## config.mk

```make
export PLATFORM = sky130hd
export DESIGN_NAME = bfft_throttle
export DESIGN_NICKNAME = d
export VERILOG_FILES = /design/src/rtl/bfft_pkg.sv /design/src/rtl/bfft_throttle.sv
export SDC_FILE = /design/constraint.sdc
export NUM_CORES = 1
export LEC_CHECK = 0
export ABC_AREA = 1
export BUFFER_PORTS_ARGS = -buffer_cell sky130_fd_sc_hd__buf_2
export CAP_MARGIN = 10
export CORE_ASPECT_RATIO = 0.75
export CORE_MARGIN = 1
export CORE_UTILIZATION = 65
export DETAILED_ROUTE_END_ITERATION = 8
export PLACE_DENSITY_LB_ADDON = 0.25
export SETUP_SLACK_MARGIN = 0.5
export SYNTH_ARGS = -nofsm -noshare
export SYNTH_HDL_FRONTEND = slang
export SYNTH_SLANG_ARGS = --single-unit
```

## constraint.sdc

```tcl
create_clock -name aclk -period 5.5 [get_ports aclk]
set_input_delay 0 -clock aclk [delete_from_list [all_inputs] [get_ports aclk]]
set_output_delay 0 -clock aclk [all_outputs]
set_load 0.02 [all_outputs]
```

## src/rtl/bfft_pkg.sv

```systemverilog
`timescale 1ns / 1ps
`default_nettype none
// ----------------------------------------------------------------------------
// bfft_pkg
// Shared widths, codes, reset values and the configuration record of the
// bounded FIFO with fill throttle.
// ----------------------------------------------------------------------------
package bfft_pkg;

    localparam int DEPTH_DEF      = 1024;
    localparam int DATA_WIDTH_DEF = 64;

    localparam int CAP_W     = 11;
    localparam int PCT_W     = 7;
    localparam int OCC_W     = 11;
    localparam int LVL_W     = 3;
    localparam int WORD_W    = 64;
    localparam int CFG_IDX_W = 3;
    localparam int CFG_DAT_W = 11;
    localparam int M_DATA_W  = 88;
    localparam int PROD_W    = CAP_W + PCT_W;
    localparam int PCT_SCALE = 100;

    // register indexes
    localparam logic [CFG_IDX_W-1:0] CFG_CAPACITY   = 3'd0;
    localparam logic [CFG_IDX_W-1:0] CFG_LEVEL_ONE   = 3'd1;
    localparam logic [CFG_IDX_W-1:0] CFG_LEVEL_TWO   = 3'd2;
    localparam logic [CFG_IDX_W-1:0] CFG_LEVEL_THREE = 3'd3;
    localparam logic [CFG_IDX_W-1:0] CFG_LEVEL_FOUR  = 3'd4;

    // reset values
    localparam logic [CAP_W-1:0] CAPACITY_RST    = 11'd0;
    localparam logic [PCT_W-1:0] LEVEL_ONE_RST   = 7'd20;
    localparam logic [PCT_W-1:0] LEVEL_TWO_RST   = 7'd40;
    localparam logic [PCT_W-1:0] LEVEL_THREE_RST = 7'd60;
    localparam logic [PCT_W-1:0] LEVEL_FOUR_RST  = 7'd80;

    // operation codes
    localparam logic MODE_ENQ = 1'b0;
    localparam logic MODE_DEQ = 1'b1;

    // throttle levels
    localparam logic [LVL_W-1:0] LVL_NONE  = 3'd0;
    localparam logic [LVL_W-1:0] LVL_ONE   = 3'd1;
    localparam logic [LVL_W-1:0] LVL_TWO   = 3'd2;
    localparam logic [LVL_W-1:0] LVL_THREE = 3'd3;
    localparam logic [LVL_W-1:0] LVL_FOUR  = 3'd4;

    typedef struct packed {
        logic [CAP_W-1:0] capacity;
        logic [PCT_W-1:0] level_one_pct;
        logic [PCT_W-1:0] level_two_pct;
        logic [PCT_W-1:0] level_three_pct;
        logic [PCT_W-1:0] level_four_pct;
    } cfg_t;

endpackage
`default_nettype wire

```

## src/rtl/bfft_throttle.sv

```systemverilog
`timescale 1ns / 1ps
`default_nettype none
// ----------------------------------------------------------------------------
// bfft_throttle
// Throttle level from fill: pct < t is tested as count*100 < t*capacity.
// ----------------------------------------------------------------------------
module bfft_throttle #(
    parameter int DEPTH  = bfft_pkg::DEPTH_DEF,
    localparam int CNT_W = $clog2(DEPTH + 1)
) (
    input  wire logic                           aclk,
    input  wire bfft_pkg::cfg_t                 cfg,
    input  wire logic [CNT_W-1:0]               count,
    output logic      [bfft_pkg::LVL_W-1:0]     level
);

    localparam int SCL_W = CNT_W + 7;
    localparam int CW    = (SCL_W > bfft_pkg::PROD_W) ? SCL_W : bfft_pkg::PROD_W;

    localparam int PW = bfft_pkg::PROD_W;

    // threshold*capacity, refreshed every cycle from the config registers
    logic [PW-1:0] prod1_reg;
    logic [PW-1:0] prod2_reg;
    logic [PW-1:0] prod3_reg;
    logic [PW-1:0] prod4_reg;
    logic [CW-1:0] scaled;
    logic          lt1, lt2, lt3, lt4;

    always_ff @(posedge aclk) begin
        prod1_reg <= PW'(cfg.level_one_pct)   * PW'(cfg.capacity);
        prod2_reg <= PW'(cfg.level_two_pct)   * PW'(cfg.capacity);
        prod3_reg <= PW'(cfg.level_three_pct) * PW'(cfg.capacity);
        prod4_reg <= PW'(cfg.level_four_pct)  * PW'(cfg.capacity);
    end

    always_comb begin
        scaled = CW'(count) * CW'(bfft_pkg::PCT_SCALE);
        lt1    = scaled < CW'(prod1_reg);
        lt2    = scaled < CW'(prod2_reg);
        lt3    = scaled < CW'(prod3_reg);
        lt4    = scaled < CW'(prod4_reg);
        if (lt1) begin
            level = bfft_pkg::LVL_NONE;
        end else if (lt2) begin
            level = bfft_pkg::LVL_ONE;
        end else if (lt3) begin
            level = bfft_pkg::LVL_TWO;
        end else if (lt4) begin
            level = bfft_pkg::LVL_THREE;
        end else begin
            level = bfft_pkg::LVL_FOUR;
        end
    end

endmodule
`default_nettype wire

```

==> results of run 1 <==
-- power by group through the flow --
stage / clock network (uW) / logic, uW / registers (uW)
detailed placement: 0 / 4520 / 868
CTS: 638 / 4580 / 858
floorplan: 0 / 3450 / 835
finish: 632 / 4620 / 861
global route: 662 / 5270 / 881
global placement: 0 / 4360 / 864
-- worst paths after layout --
path                     start            to  slack (ns)  cells after the start
worst min-delay path    cfg[7]  prod3_reg[0]       0.009                      3
worst max-delay path  count[2]      level[0]        1.32                     19
-- cell type report --
| cell class | instances | area (um2) |
|---|---|---|
| fill | 1807 | 6240 |
| timing repair buffer | 60 | 325 |
| sequential | 72 | 1440 |
| inverter | 520 | 1950 |
| tap | 288 | 360 |
| clock inverter | 6 | 82.6 |
| multi-input combinational | 1298 | 10800 |
| clock buffer | 10 | 239 |
-- Yosys cell counts, types with 8 or more instances --
master	n	area share [%]
dfxtp_1	72	10
buf_1	19	0.50
o21ai_1	11	0.38
nor3_1	11	0.38
nand2_1	511	13
a21o_1	10	0.52
a21oi_1	74	2.6
clkbuf_1	35	0.91
nor2_1	74	1.9
xor2_1	43	2.6
o21bai_1	8	0.42
nand3_1	43	1.5
o21ai_0	13	0.45
fa_1	182	25
xnor2_1	18	1.1
ha_1	245	21
nand4_1	9	0.39
inv_1	516	13
-- stage by stage --
| step | total power, uW | std cells | worst slack [ns] | hold slack [ns] | util, % |
|---|---|---|---|---|---|
| after global placement | 5230 | 2235 | 1.33 | 0.334 | 69.2 |
| after floorplan | 4280 | 1951 | 1.57 | 0.0935 | - |
| after global routing | 6820 | 2254 | 1.14 | 0.0179 | 70.9 |
| after CTS | 6080 | 2254 | 1.39 | 0.00134 | 70.9 |
| final | 6120 | 2254 | 1.32 | 0.00865 | 70.9 |
| after detailed placement | 5390 | 2235 | 1.25 | 0.341 | 69.2 |
-- routing by layer --
| layer | vias to the layer above | track usage (%) |
|---|---|---|
| li1 | 5807 | - |
| met1 | 5588 | 41.6 |
| met2 | 450 | 52.4 |
| met3 | 57 | 5.84 |
| met4 | 0 | 11.6 |
| met5 | - | 0 |
-- kinds of logic (layout without fill, tap and decap cells) --
logic type | count (synthesis) | after routing | synth area share [%]
buffers and inverters | 581 | 596 | 15.2
adders and majority gates | 427 | 427 | 46.6
DFF | 72 | 72 | 10.0
and+or+nand+nor | 671 | 671 | 18.8
AOI/OAI and AO/OA | 139 | 139 | 5.70
xor gates and xnor gates | 61 | 61 | 3.71
-- what timing repair did --
action	CTS	global route
setup endpoints to repair	0	0
hold endpoints to repair	3	0
setup buffers	0	0
hold buffers	3	0
gates resized for setup	0	0
-- cells in the final DEF, fill, tap and decap left out, types with 3 or more instances in the layout --
| cell | n |
|---|---|
| nand2_1 | 511 |
| dfxtp_1 | 72 |
| clkinv_2 | 3 |
| o21ai_2 | 6 |
| xnor2_1 | 18 |
| inv_1 | 516 |
| clkbuf_16 | 9 |
| nor3_1 | 11 |
| a21oi_1 | 74 |
| a31oi_1 | 3 |
| o21ai_0 | 13 |
| nor3_2 | 4 |
| nor2_1 | 74 |
| a21boi_2 | 3 |
| a21oi_2 | 6 |
| nand2_2 | 7 |
| buf_4 | 4 |
| nand3b_1 | 3 |
| buf_2 | 53 |
| o21bai_1 | 8 |
| o21ai_1 | 11 |
| nand3_1 | 43 |
| a211oi_1 | 3 |
| inv_2 | 3 |
| nor2_2 | 3 |
| dlygate4sd3_1 | 3 |
| xor2_1 | 43 |
| ha_1 | 245 |
| nand4_1 | 9 |
| a21o_1 | 10 |
| fa_1 | 182 |
-- critical path, stage by stage --
cell and delay (ns):
buf_2 0.23, ha_1 0.28, ha_1 0.31, fa_1 0.47, ha_1 0.37, a21oi_1 0.19
o21ai_2 0.10, a21oi_2 0.26, o21ai_2 0.08, xor2_1 0.45, ha_1 0.37, a21oi_1 0.17
o21ai_0 0.12, nor2_1 0.16, nand2_1 0.07, nor2_1 0.14, nand2_1 0.08, a21oi_1 0.15
buf_2 0.18
==> run_results.csv, run 1 <==
group,metric,value,unit
worst_setup_path,worst_ep_arrival_time,4.18,ns
synth,yosys_warnings,0,
routing,wl_met2,15.2,mm
clock_network,cts-htree-levels,3,
outcome,status,"finished clean",
routing,wl,34.1,mm
grt,grt_pass1_vias,12100,
synth,synthCells,1951,
clock_network,cts_buffer_depth,2,
final_layout,diodes,0,
place,placed_area,14800,um2
routing,first_pass_iters,5,
final_layout,area.growth.synth_to_final,5.34,%
sta,fin_crit_sh,76.0,%
sta,worst_pin_slew,0.915,ns
place,gp_congestion,0.903,
floorplanning,die_area,22800,um2
final_layout,post-route-cell-area,15200,um2
synth,synth_cell_types,36,
sta,finalHoldViolations,0,
routing,ant_nets,0,
routing,vias,11900,
sta,finalCriticalPeriod,4.18,ns
worst_setup_path,crit_fanout,6,
place,portBuffers,53,
clock_network,clk_pin_slew_worst_paths,0.05,ns
sta,drv_slew,0,
grt,grt_pass1_wl,56.5,mm
sta,fmax,0.239,GHz
run,maxCapViolCount,0,
final_layout,finalNetCount,2439,
routing,viasPerCell,5.28,
hold_path,hold_path.class,"in2reg",
clock_network,cts_tree,"built",
floorplanning,die_x,174,um
pwr,swShare,52.3,%
pwr,p_int,2920,uW
floorplanning,fp.coreArea,21400,um2
synth,synth-async-reset-ratio,0,%
worst_setup_path,worstSetupEndpointType,"primary output",
sta,finalSetupViolCount,0,
clock_network,cts_buffers,9,
synth,synth_edf_count,0,
routing,drc,0,
pwr,power_per_cell_area,403,nW/um2
grt,track_usage,31.6,%
synth,ys_seq_area_share,10.0,%
sta,setup_tns,0,ns
pwr,leakage,0.00956,uW
grt,grt_max_degree,29,
pwr,seq_power_share,14.1,%
synth,syn-num-nets,2429,
synth,synth_ff_type,"dfxtp_1",
clock_network,root_buffer,"clkbuf_16",
routing,drtIter0Drc,965,
floorplanning,boundaryPins,54,
pwr,p_clk_share,10.3,%
synth,netlist_area,14400,um2
place,dpl.hpwl,27.5,mm
routing,wl_met3,3.00,mm
routing,met1_length,15.0,mm
sta,rsz0062_at_grt,"false",
routing,top_layer,"met4",
floorplanning,fp-row-count,46,
clock_network,clkSinkCount,72,
pwr,vdd_ir_drop_max,0.209,mV
grt,antenna_found_initial,0,
worst_setup_path,crit_required,5.50,ns
synth,ys_ff_latch,72,
worst_setup_path,cp-start-kind,"input port",
pwr,comb_power_share,75.6,%
pwr,p_switching,3200,uW
worst_setup_path,path_class,"in2out",
grt,grt.overflow.total,0,
final_layout,drive_above_1_share,5.49,%
sta,maxSlewHeadroom,38.6,%
routing,wl_per_cell,15.1,um
floorplanning,start_util,67.3,%
floorplanning,die_h,131,um
synth,synth.avg_cell_area,7.38,um2
No activity file was read; power rests on OpenSTA's default activity.
==> run 2: changes to the inputs <==
--- a/config.mk
+++ b/config.mk
@@ -5,7 +5,7 @@
 export SDC_FILE = /design/constraint.sdc
 export NUM_CORES = 1
 export LEC_CHECK = 0
-export ABC_AREA = 1
+export ABC_AREA = 0
 export BUFFER_PORTS_ARGS = -buffer_cell sky130_fd_sc_hd__buf_2
 export CAP_MARGIN = 10
 export CORE_ASPECT_RATIO = 0.75
==> constraint.sdc (replaced) <==
create_clock -name aclk -period 4.35 [get_ports aclk]
set_input_delay 0 -clock aclk [delete_from_list [all_inputs] [get_ports aclk]]
set_output_delay 0 -clock aclk [all_outputs]
set_load 0.02 [all_outputs]
==> run 2 against run 1 <==
Effect of this change: critical path type unchanged; global-route usage rose by 1.0 points; core utilization is 7.0 points higher; sequential power grew 27%; highest routed layer unchanged; die area down 3.4%.
==> run_results.csv, run 2 <==
group,metric,value,unit
routing,ant_nets,0,
clock_network,clkSinkCount,72,
grt,grt.overflow.total,0,
pwr,comb_power_share,78.4,%
routing,drc,0,
pwr,p_switching,4070,uW
synth,netlist_area,13900,um2
clock_network,holdBufCountCts,0,
grt,grt_max_degree,29,
place,dpl.hpwl,26.6,mm
clock_network,cts_buffer_depth,2,
sta,finalSetupViolCount,0,
place,placed_area,14800,um2
worst_setup_path,worstSetupEndpointType,"primary output",
synth,synth_largest_area_cell,"fa_1",
clock_network,cts_tree,"built",
floorplanning,start_util,67.5,%
sta,rsz0062_at_grt,"true",
worst_setup_path,cp_slowest_cell,"fa_1",
routing,wl,35.9,mm
synth,yosysTopAreaCellShare,26.2,%
synth,synthTopCellsByCount,"335 x inv_1, 245 x ha_1, 220 x nand2_1",
outcome,status,"finished clean",
floorplanning,die_x,171,um
worst_setup_path,crit_fanout,3,
pwr,leakage,0.00850,uW
final_layout,area.growth.synth_to_final,15.3,%
worst_setup_path,cp_num_buf_inv,4,
final_layout,utilization,77.8,%
synth,synth_edf_count,0,
sta,finalCriticalPeriod,4.10,ns
sta,hold_ws,0.0368,ns
run,maxCapViolCount,0,
routing,wl_per_cell,17.8,um
final_layout,final_cell_mix,"329 x inv_1, 221 x ha_1, 217 x nand2_1",
synth,yosys-top-cells-area,"fa_1 26%, ha_1 22%, dfxtp_1 10%",
sta,fin_crit_sh,94.3,%
grt,grt_pass1_wl,55.9,mm
worst_setup_path,crit_family,"compound AO/OA/AOI/OAI gates",
grt,antenna_found_initial,1,
pwr,seq_power_share,12.8,%
final_layout,post-route-cell-area,16000,um2
worst_setup_path,crit_top_cell,"ha_4",
worst_setup_path,crit_required,4.35,ns
clock_network,cts-htree-levels,3,
synth,synthCells,1646,
grt,track_usage,32.6,%
pwr,p_clk_share,8.9,%
routing,vias,11400,
synth,synth.avg_cell_area,8.45,um2
sta,fmax,0.244,GHz
synth,ys_ff_latch,72,
final_layout,final_common_cell,"inv_1",
synth,ys_seq_area_share,10.4,%
routing,drtIter0Drc,657,
hold_path,hold_path.class,"in2reg",
pwr,swShare,47.8,%
sta,finalHoldViolations,0,
worst_setup_path,cpPeakStageDelay,0.50,ns
pwr,power,8530,uW
worst_setup_path,worst_ep_arrival_time,4.10,ns
place,gp_congestion,0.919,
clock_network,clk_pin_slew_worst_paths,0.07,ns
clock_network,root_buffer,"clkbuf_16",
sta,maxSlewHeadroom,36.8,%
clock_network,cts_buffers,9,
floorplanning,die_h,129,um
grt,grt_pass1_vias,11700,
floorplanning,fp.coreArea,20600,um2
synth,synth_ff_type,"dfxtp_1",
routing,viasPerCell,5.68,
synth,yosys_warnings,0,
hold_path,hold_path_depth,2,
floorplanning,boundaryPins,54,
worst_setup_path,cp.depth,20,
worst_setup_path,path_class,"in2out",
synth,synth_most_common_cell,"inv_1",
final_layout,drive_above_1_share,14.1,%
worst_setup_path,path_cells,"buf_8 > ha_4 > ha_4 > inv_2 > fa_1 > inv_2 > ha_4 > o21a_1 > a2111oi_4 > o31ai_1 > a21oi_1 > xnor2_2 > ha_1 > a21o_1 > a211oi_2 > o2111ai_2 > o221ai_2 > o2bb2ai_1 > o21a_2 > buf_6",
place,portBuffers,53,
synth,synth_cell_types,59,
floorplanning,die_area,22000,um2
worst_setup_path,cp-start-kind,"input port",
floorplanning,fp-row-count,45,
sta,worst_pin_slew,0.925,ns
synth,synth-async-reset-ratio,0,%
pwr,power_per_cell_area,532,nW/um2
synth,syn-num-nets,2124,
final_layout,finalNetCount,2201,
pwr,p_int,4460,uW
pwr,vdd_ir_drop_max,0.307,mV
routing,first_pass_iters,5,
sta,drv_slew,0,
==> run 2: changes by cell type after synthesis, sizes merged, moves of 22 or more <==
cell    previous run  this run
nand3             45        15
and2               0       122
xor2              43        18
inv              519       335
clkbuf            35        59
buf               26         3
nand2            518       220
xnor2             18        40
==> run 2: timing repair <==
| action | CTS | global route |
|---|---|---|
| gates cloned | 0 | 4 |
| pin swaps | 42 | 46 |
| gates resized for setup | 55 | 93 |
| setup buffers | 8 | 17 |
| endpoints found under the setup margin | 16 | 22 |
==> run 2: metal layers <==
| metal | routed length [um] | part of all wire, % | global-route usage [%] | vias to the layer above |
|---|---|---|---|---|
| met5 | 0 | 0 | 0 | - |
| met4 | 1010 | 2.8 | 10.8 | 0 |
| met3 | 3070 | 8.6 | 6.58 | 65 |
| met2 | 16400 | 46 | 54.0 | 436 |
| met1 | 15400 | 43 | 43.0 | 5542 |
| li1 | - | - | - | 5375 |
==> run 2: stage by stage <==
step	worst slack [ns]	std cells	setup TNS, ns
3_3_place_gp	0.0948	1965	0
3_5_place_dp	-0.0863	1965	-0.189
5_1_grt	0.0545	2011	0
6_report	0.247	2011	0
4_1_cts	0.296	1989	0
2_1_floorplan	0.435	1646	0
==> run 2: logic make-up after synthesis <==
family                   share of synthesized area [%]
AO/OA/AOI/OAI                                     10.7
multiplexers                                    0.0720
AND/OR/NAND/NOR                                   16.2
adder cells (fa/ha/maj)                           48.2
XOR/XNOR                                          3.65
buffers and inverters                             10.7
flip-flops                                        10.4
==> run 2: final timing paths <==
path,end,slack (ns),from
max,level[0],0.25,count[4]
min,prod2_reg[0],0.04,cfg[14]
==> run 2: area by class of cell <==
class                      instances  area, um2
inverter                         335       1260
timing repair buffer             128       1130
multi-input combinational       1177      11500
sequential                        72       1440
clock buffer                       9        225
clock inverter                     7       77.6
tap                              282        353
antenna                            1       2.50
fill                            1424       4570
==> run 2: power groups by stage <==
stage / sequential (uW) / combinational [uW] / clock, uW
2_1_floorplan: 1050 / 4410 / 0
3_3_place_gp: 1090 / 5620 / 0
3_5_place_dp: 1100 / 5820 / 0
4_1_cts: 1090 / 6180 / 758
5_1_grt: 1110 / 7420 / 797
6_report: 1090 / 6680 / 757
